`src/sv/sti_pkg.sv`:
```
// Shared types and operation codes for the sorted table block.
package sti_pkg;

    localparam logic [1:0] OP_INSERT   = 2'd0;
    localparam logic [1:0] OP_SORT     = 2'd1;
    localparam logic [1:0] OP_SEQ_FIND = 2'd2;
    localparam logic [1:0] OP_BIN_FIND = 2'd3;

    localparam int POSITION_W = 4;

    typedef enum logic [3:0] {
        ST_IDLE,
        ST_SORT_RD,
        ST_SORT_CUR,
        ST_SORT_CMP,
        ST_SORT_PLACE,
        ST_SEQ_RD,
        ST_SEQ_CMP,
        ST_BIN_PROBE,
        ST_BIN_CMP
    } sti_state_t;

endpackage

```
`src/sv/sorted_table_insert_search.sv`:
```
// Sorted table: insert, insertion sort, sequential and binary search over one memory.
//
//  channel   ports                          handshake
//  -------   -----------------------------  -----------------------------------
//  command   opcode[1:0], value[31:0]       taken when start && !busy
//  result    found, position[3:0], status   one cycle, marked by done
//
// Insert does not make the block busy; the next command may follow at once.
// Sequential search reads and compares each entry visited; binary search reads and compares at each probe.
// Sort is an insertion sort stepping through SORT_RD, SORT_CUR, SORT_CMP and SORT_PLACE;
// the single read port of the table memory paces these steps.
// Reset empties the table at once (fill count cleared); entries are not cleared.
// The result is shown for one cycle and cannot be held off by the receiver.
module sorted_table_insert_search #(
    parameter int TABLE_DEPTH = 16
) (
    input  logic        clk,
    input  logic        rst_n,
    input  logic        start,
    output logic        busy,
    input  logic [1:0]  opcode,
    input  logic signed [31:0] value,
    output logic        done,
    output logic        found,
    output logic [sti_pkg::POSITION_W-1:0] position,
    output logic        status
);
    import sti_pkg::*;

    localparam int IDX_W = $clog2(TABLE_DEPTH);
    localparam int CNT_W = $clog2(TABLE_DEPTH + 1);
    localparam logic [CNT_W-1:0] CNT_ONE  = CNT_W'(1);
    localparam logic [CNT_W-1:0] CNT_TWO  = CNT_W'(2);
    localparam logic [CNT_W-1:0] CNT_FULL = CNT_W'(TABLE_DEPTH);

    // Table memory, one write and one registered read per cycle.
    logic signed [31:0] mem [TABLE_DEPTH];
    logic signed [31:0] rd_data_reg;
    logic [IDX_W-1:0]   rd_addr;
    logic               wr_en;
    logic [IDX_W-1:0]   wr_addr;
    logic signed [31:0] wr_data;

    sti_state_t state_reg, state_next;
    logic [CNT_W-1:0] fill_reg, fill_next;
    logic [CNT_W-1:0] j_reg, j_next;
    logic [CNT_W-1:0] k_reg, k_next;
    logic [CNT_W-1:0] lo_reg, lo_next;
    logic [CNT_W-1:0] hi_reg, hi_next;
    logic [IDX_W-1:0] mid_reg, mid_next;
    logic signed [31:0] cur_reg, cur_next;
    logic signed [31:0] key_reg, key_next;
    logic done_reg, done_next;
    logic found_reg, found_next;
    logic [POSITION_W-1:0] position_reg, position_next;
    logic status_reg, status_next;

    logic             accept;
    logic [CNT_W-1:0] k_dec, k_dec2, j_inc, k_inc;
    logic [CNT_W:0]   mid_sum;
    logic [IDX_W-1:0] mid_calc;

    assign accept   = start && (state_reg == ST_IDLE);
    assign k_dec    = k_reg - CNT_ONE;
    assign k_dec2   = k_reg - CNT_TWO;
    assign k_inc    = k_reg + CNT_ONE;
    assign j_inc    = j_reg + CNT_ONE;
    // hi_reg holds the upper bound plus one, so it never goes negative.
    assign mid_sum  = {1'b0, lo_reg} + {1'b0, hi_reg} - (CNT_W+1)'(1);
    assign mid_calc = mid_sum[IDX_W:1];

    always_ff @(posedge clk) begin
        if (wr_en) begin
            mem[wr_addr] <= wr_data;
        end
        rd_data_reg <= mem[rd_addr];
    end

    always_ff @(posedge clk or negedge rst_n) begin
        if (!rst_n) begin
            state_reg <= ST_IDLE;
            fill_reg  <= '0;
            done_reg  <= 1'b0;
        end else begin
            state_reg <= state_next;
            fill_reg  <= fill_next;
            done_reg  <= done_next;
        end
    end

    always_ff @(posedge clk) begin
        j_reg        <= j_next;
        k_reg        <= k_next;
        lo_reg       <= lo_next;
        hi_reg       <= hi_next;
        mid_reg      <= mid_next;
        cur_reg      <= cur_next;
        key_reg      <= key_next;
        found_reg    <= found_next;
        position_reg <= position_next;
        status_reg   <= status_next;
    end

    // Next state and datapath registers.
    always_comb begin
        state_next    = state_reg;
        fill_next     = fill_reg;
        j_next        = j_reg;
        k_next        = k_reg;
        lo_next       = lo_reg;
        hi_next       = hi_reg;
        mid_next      = mid_reg;
        cur_next      = cur_reg;
        key_next      = key_reg;
        done_next     = 1'b0;
        found_next    = found_reg;
        position_next = position_reg;
        status_next   = status_reg;

        unique case (state_reg)
            ST_IDLE: begin
                if (start) begin
                    key_next      = value;
                    found_next    = 1'b0;
                    position_next = '0;
                    status_next   = 1'b0;
                    unique case (opcode)
                        OP_INSERT: begin
                            done_next = 1'b1;
                            if (fill_reg == CNT_FULL) begin
                                status_next = 1'b1;
                            end else begin
                                position_next = POSITION_W'(fill_reg);
                                fill_next     = fill_reg + CNT_ONE;
                            end
                        end
                        OP_SORT: begin
                            if (fill_reg > CNT_ONE) begin
                                j_next     = CNT_ONE;
                                state_next = ST_SORT_RD;
                            end else begin
                                done_next = 1'b1;
                            end
                        end
                        OP_SEQ_FIND: begin
                            if (fill_reg == '0) begin
                                done_next = 1'b1;
                            end else begin
                                k_next     = '0;
                                state_next = ST_SEQ_RD;
                            end
                        end
                        OP_BIN_FIND: begin
                            lo_next    = '0;
                            hi_next    = fill_reg;
                            state_next = ST_BIN_PROBE;
                        end
                    endcase
                end
            end
            ST_SORT_RD: begin
                k_next     = j_reg;
                state_next = ST_SORT_CUR;
            end
            ST_SORT_CUR: begin
                cur_next   = rd_data_reg;
                state_next = ST_SORT_CMP;
            end
            ST_SORT_CMP: begin
                if (rd_data_reg > cur_reg) begin
                    k_next = k_dec;
                    if (k_reg == CNT_ONE) begin
                        state_next = ST_SORT_PLACE;
                    end
                end else begin
                    j_next = j_inc;
                    if (j_inc < fill_reg) begin
                        state_next = ST_SORT_RD;
                    end else begin
                        done_next  = 1'b1;
                        state_next = ST_IDLE;
                    end
                end
            end
            ST_SORT_PLACE: begin
                j_next = j_inc;
                if (j_inc < fill_reg) begin
                    state_next = ST_SORT_RD;
                end else begin
                    done_next  = 1'b1;
                    state_next = ST_IDLE;
                end
            end
            ST_SEQ_RD: begin
                state_next = ST_SEQ_CMP;
            end
            ST_SEQ_CMP: begin
                if (rd_data_reg == key_reg) begin
                    found_next    = 1'b1;
                    position_next = POSITION_W'(k_reg);
                    done_next     = 1'b1;
                    state_next    = ST_IDLE;
                end else if (k_inc < fill_reg) begin
                    k_next     = k_inc;
                    state_next = ST_SEQ_RD;
                end else begin
                    done_next  = 1'b1;
                    state_next = ST_IDLE;
                end
            end
            ST_BIN_PROBE: begin
                if (lo_reg < hi_reg) begin
                    mid_next   = mid_calc;
                    state_next = ST_BIN_CMP;
                end else begin
                    done_next  = 1'b1;
                    state_next = ST_IDLE;
                end
            end
            ST_BIN_CMP: begin
                if (rd_data_reg == key_reg) begin
                    found_next    = 1'b1;
                    position_next = POSITION_W'(mid_reg);
                    done_next     = 1'b1;
                    state_next    = ST_IDLE;
                end else begin
                    if (key_reg < rd_data_reg) begin
                        hi_next = CNT_W'(mid_reg);
                    end else begin
                        lo_next = CNT_W'(mid_reg) + CNT_ONE;
                    end
                    state_next = ST_BIN_PROBE;
                end
            end
            default: begin
                state_next = ST_IDLE;
            end
        endcase
    end

    // Memory port controls.
    always_comb begin
        rd_addr = k_reg[IDX_W-1:0];
        wr_en   = 1'b0;
        wr_addr = k_reg[IDX_W-1:0];
        wr_data = cur_reg;

        unique case (state_reg)
            ST_IDLE: begin
                wr_addr = fill_reg[IDX_W-1:0];
                wr_data = value;
                wr_en   = start && (opcode == OP_INSERT) && (fill_reg != CNT_FULL);
            end
            ST_SORT_RD: begin
                rd_addr = j_reg[IDX_W-1:0];
            end
            ST_SORT_CUR: begin
                rd_addr = k_dec[IDX_W-1:0];
            end
            ST_SORT_CMP: begin
                // Shift the larger entry up while fetching the next one down; else place the held entry.
                wr_en   = 1'b1;
                rd_addr = k_dec2[IDX_W-1:0];
                if (rd_data_reg > cur_reg) begin
                    wr_data = rd_data_reg;
                end
            end
            ST_SORT_PLACE: begin
                wr_en = 1'b1;
            end
            ST_SEQ_RD: begin
                rd_addr = k_reg[IDX_W-1:0];
            end
            ST_SEQ_CMP: begin
                rd_addr = k_reg[IDX_W-1:0];
            end
            ST_BIN_PROBE: begin
                rd_addr = mid_calc;
            end
            ST_BIN_CMP: begin
                rd_addr = mid_reg;
            end
            default: begin
                wr_en = 1'b0;
            end
        endcase
    end

    assign busy     = (state_reg != ST_IDLE);
    assign done     = done_reg;
    assign found    = found_reg;
    assign position = position_reg;
    assign status   = status_reg;

    a_fill_bound: assert property (@(posedge clk) disable iff (!rst_n)
        fill_reg <= CNT_FULL)
        else $error("fill count exceeds table depth");

    a_done_cause: assert property (@(posedge clk) disable iff (!rst_n)
        done_reg |-> $past(accept) || $past(busy))
        else $error("result word without a command");

    a_full_no_found: assert property (@(posedge clk) disable iff (!rst_n)
        (done_reg && status_reg) |-> !found_reg && $past(fill_reg) == CNT_FULL)
        else $error("full status on a table that was not full");

    a_write_ctx: assert property (@(posedge clk) disable iff (!rst_n)
        wr_en |-> accept || state_reg == ST_SORT_CMP || state_reg == ST_SORT_PLACE)
        else $error("table written outside insert or sort");

    a_fill_sort_hold: assert property (@(posedge clk) disable iff (!rst_n)
        busy |=> fill_reg == $past(fill_reg))
        else $error("fill count changed during a multi-cycle operation");

endmodule

```
`config.mk`:
```
export PLATFORM = sky130hd
export DESIGN_NAME = sorted_table_insert_search
export DESIGN_NICKNAME = d
export VERILOG_FILES = /design/src/sv/sti_pkg.sv /design/src/sv/sorted_table_insert_search.sv
export SDC_FILE = /design/constraint.sdc
export NUM_CORES = 1
export LEC_CHECK = 0
export BUFFER_PORTS_ARGS = -buffer_cell sky130_fd_sc_hd__buf_2
export CAP_MARGIN = 25
export CORE_ASPECT_RATIO = 0.7
export CORE_UTILIZATION = 55
export DETAILED_ROUTE_END_ITERATION = 8
export PLACE_DENSITY = 0.71
export SYNTH_ARGS = -nofsm -noshare
export SYNTH_HDL_FRONTEND = slang
export SYNTH_SLANG_ARGS = --single-unit
export TNS_END_PERCENT = 20
```
`constraint.sdc`:
```
create_clock -name clk -period 9.5 [get_ports clk]
set_input_delay 0.475 -clock clk [delete_from_list [all_inputs] [get_ports clk]]
set_output_delay 0.475 -clock clk [all_outputs]
set_load 0.1 [all_outputs]
```
==> results summary <==
The post-synthesis instance area came out at 28700 um^2. The number of global-route vias before repair is 15000. In the finished design, the share of the clock period the worst path needs comes to 0.493. The final reports fail on DRC. The number of antenna cells inserted is 0. The total via count in the routed design is 15500.

When the netlist entered floorplanning its net count stood at 1953. The clock sink total is 648. The remaining antenna violation count after routing came out at 0.

The startpoint kind of the worst setup timing path is a flop. Setup repair after global routing left no endpoint under its margin. The total setup buffers inserted after CTS came out at 0. The worst hold path belongs to the class primary input to flop. The remaining max-slew budget at the tightest pin is 0.175. The remaining global-route overflow is 0. sky130_fd_sc_hd__edfxtp_1 takes more of the synthesized area than any other cell.

The cell sitting at the root of the clock tree is a sky130_fd_sc_hd__clkbuf_16. The H-tree level count is 2. The area share of the largest cell type after synthesis came out at 0.634. Data arrives at the worst endpoint at 5160 ps. The slew at the pin closest to its max-slew limit is 1240 ps. The total routed wirelength came out at 63.1 mm. The count of unique library cells instantiated by Yosys came out at 72. The clock latency at the later pin of the worst-skew pair is 620 ps. The violation count after the first detailed-routing iteration came out at between 1500 and 2000.

The maximum count of clock buffers along a single path is 3. The number of antenna violations at the first check in global routing came out at 0. In the final routed layout, each cell accounts on average for 24.4 um.

The number of iterations in the first detailed-routing pass is 9. The initial standard-cell utilization of the core came out at 0.562. In the layout the commonest cells are sky130_fd_sc_hd__edfxtp_1, sky130_fd_sc_hd__mux2i_1, sky130_fd_sc_hd__inv_1, sky130_fd_sc_hd__ha_1, sky130_fd_sc_hd__clkbuf_16. The number of flops mapped to enable cells by yosys is slightly above 600. The global-route wire length before repair came out at ~94 mm. The number of vias per cell came out at 5.96.

The synthesized area per cell came out at roughly 16 um^2. Of the cells placed in the final design, the portion with a size suffix greater than 1 is 0.100. After floorplanning, the core was divided into 69 placement rows. The hold violation count in the final report is 0. The congestion estimate from routability-driven global placement came to between 0.8 and 0.9. Setup violations remaining at the end of the flow were counted as 0. The highest clock frequency the design can meet is 213 MHz. Buffers placed on the I/O ports in this run total 44. The total of flip-flops plus latches after synthesis is 648. The number of flip-flops under the largest register name came out at 512. The final HPWL from detailed placement is between 30 and 40 mm. The final total negative setup slack is 0 ps.

The layout-stage area growth over the synthesis result came out at 9.86%. The shortest clock period the worst path allows after layout came out at 4690 ps. The final net count is about 2000. Max-cap violations in this run came to 0. Clock tree synthesis inserted a total of 59 buffers. The critical path required time is 9980 ps. The post-cts gate resize count came out at 0. Counting every instance in the synthesized netlist gives 1817. TritonCTS built the clock tree. The I/O pin total came out at 45.

The overall track demand over capacity in global routing came out at 0.237. The die footprint came out at 53200 um^2. The run finished, with violations left. After synthesis, the cell types taking the most area are sky130_fd_sc_hd__edfxtp_1, sky130_fd_sc_hd__mux2i_1, sky130_fd_sc_hd__ha_1, sky130_fd_sc_hd__dfxtp_1, sky130_fd_sc_hd__inv_1.

The share of synthesized registers carrying an async set or reset is 0.0154. The height of the chip is 193 um. Across the routed clock network, the largest skew measured is 18.6 ps. The register ranked first by flip-flop count is mem. The width of the die is 275 um. For this run, design rule violations remaining after detail routing come to 2.

After clock tree synthesis, the clock-pin slew on the worst setup and hold paths is approximately 70 ps. The kind of capture point of the worst setup path is a flop. The maximum fanout encountered on the critical timing path is 140.

The setup path with the least slack is of type flop to flop. The post-synthesis sequential area ratio is 0.665. The area of the core region came out at 51100 um^2. The largest net degree at the start of global routing is 141.

For this run, the leading register cell type out of synthesis is sky130_fd_sc_hd__edfxtp_1. The max-slew violation count was 0. The number of warning messages in the yosys log is 0.

The library cell used most frequently in the layout, excluding fill and tap cells, is sky130_fd_sc_hd__edfxtp_1.
[routing by layer]
metal	part of all wire	up-vias	global-route usage
met2	0.44	467	0.345
met1	0.48	7819	0.372
li1	-	7065	-
met4	0.024	0	0.0616
met5	0	-	0
met3	0.058	103	0.0349
[synthesized netlist by cell type (24+ instances only)]
cell and count:
sky130_fd_sc_hd__and2_1 40, sky130_fd_sc_hd__a221o_1 35, sky130_fd_sc_hd__nand2_1 37, sky130_fd_sc_hd__mux2i_1 482, sky130_fd_sc_hd__ha_1 98, sky130_fd_sc_hd__a21oi_1 38
sky130_fd_sc_hd__nor2_1 50, sky130_fd_sc_hd__dfxtp_1 32, sky130_fd_sc_hd__buf_4 28, sky130_fd_sc_hd__edfxtp_1 606, sky130_fd_sc_hd__inv_1 103, sky130_fd_sc_hd__o21ai_0 24
[critical path, cell delays in order (launching register included)]
cell and delay (ps):
sky130_fd_sc_hd__dfrtp_1 750, sky130_fd_sc_hd__nor4b_4 860, sky130_fd_sc_hd__a22oi_1 260, sky130_fd_sc_hd__o221ai_4 120, sky130_fd_sc_hd__buf_12 570, sky130_fd_sc_hd__buf_4 920, sky130_fd_sc_hd__mux2i_1 270, sky130_fd_sc_hd__mux2i_1 110
sky130_fd_sc_hd__mux2i_1 220, sky130_fd_sc_hd__mux2i_1 100
[path summary, 6_finish.rpt]
path / slack (ps) / start / endpoint / depth (start not counted)
setup / recovery: 4810 / state_reg[1]$_DFFE_PN0P_ / rd_data_reg[26]$_DFF_P_ / 9
hold / removal: 40 / value[28] / key_reg[28]$_DFFE_PP_ / 1
setup reg to reg: 4810 / state_reg[1]$_DFFE_PN0P_ / rd_data_reg[26]$_DFF_P_ / 9
hold reg to reg: 510 / rd_data_reg[3]$_DFF_P_ / cur_reg[3]$_DFFE_PP_ / 0
max in group asynchronous: 9020 / rst_n / state_reg[3]$_DFFE_PN0P_ / 2
min in group asynchronous: 270 / rst_n / fill_reg[1]$_DFFE_PN0P_ / 2
[stage by stage]
step	hold slack, ps	cells	cell area, um^2	util	setup slack, ps
floorplan	179	1817	28700	-	5040
detailed placement	354	2478	29600	0.579	4860
finish	42.7	2591	31600	0.617	4810
global route	24.9	2591	31600	0.617	4630
CTS	11.3	2591	31600	0.617	4850
global placement	353	2478	29600	0.579	5060
[final cells by class]
class	instances	area, um^2
clock inverters	27	248
flip-flops and latches	648	19100
fillers	3792	19600
well taps	674	843
clock buffers	85	1710
repair buffers	70	443
multi-input cells	983	8840
inverters	104	390
[kinds of logic after synthesis]
kind of cell	count (synthesis)	synth area share
flip-flops	648	0.665
adder cells (fa/ha/maj)	99	0.0434
multiplexers	482	0.168
AO/OA/AOI/OAI	177	0.0465
AND/OR/NAND/NOR	207	0.0383
XOR/XNOR	18	0.00549
buffers and inverters	186	0.0338
[timing repair]
item                       in CTS  in global routing
setup endpoints to repair       0                  0
hold buffers                    1                  0
hold endpoints to repair       10                  0
Power is not shown: default switching activity piles up to over one toggle a cycle in this logic, so the estimate is an artifact.
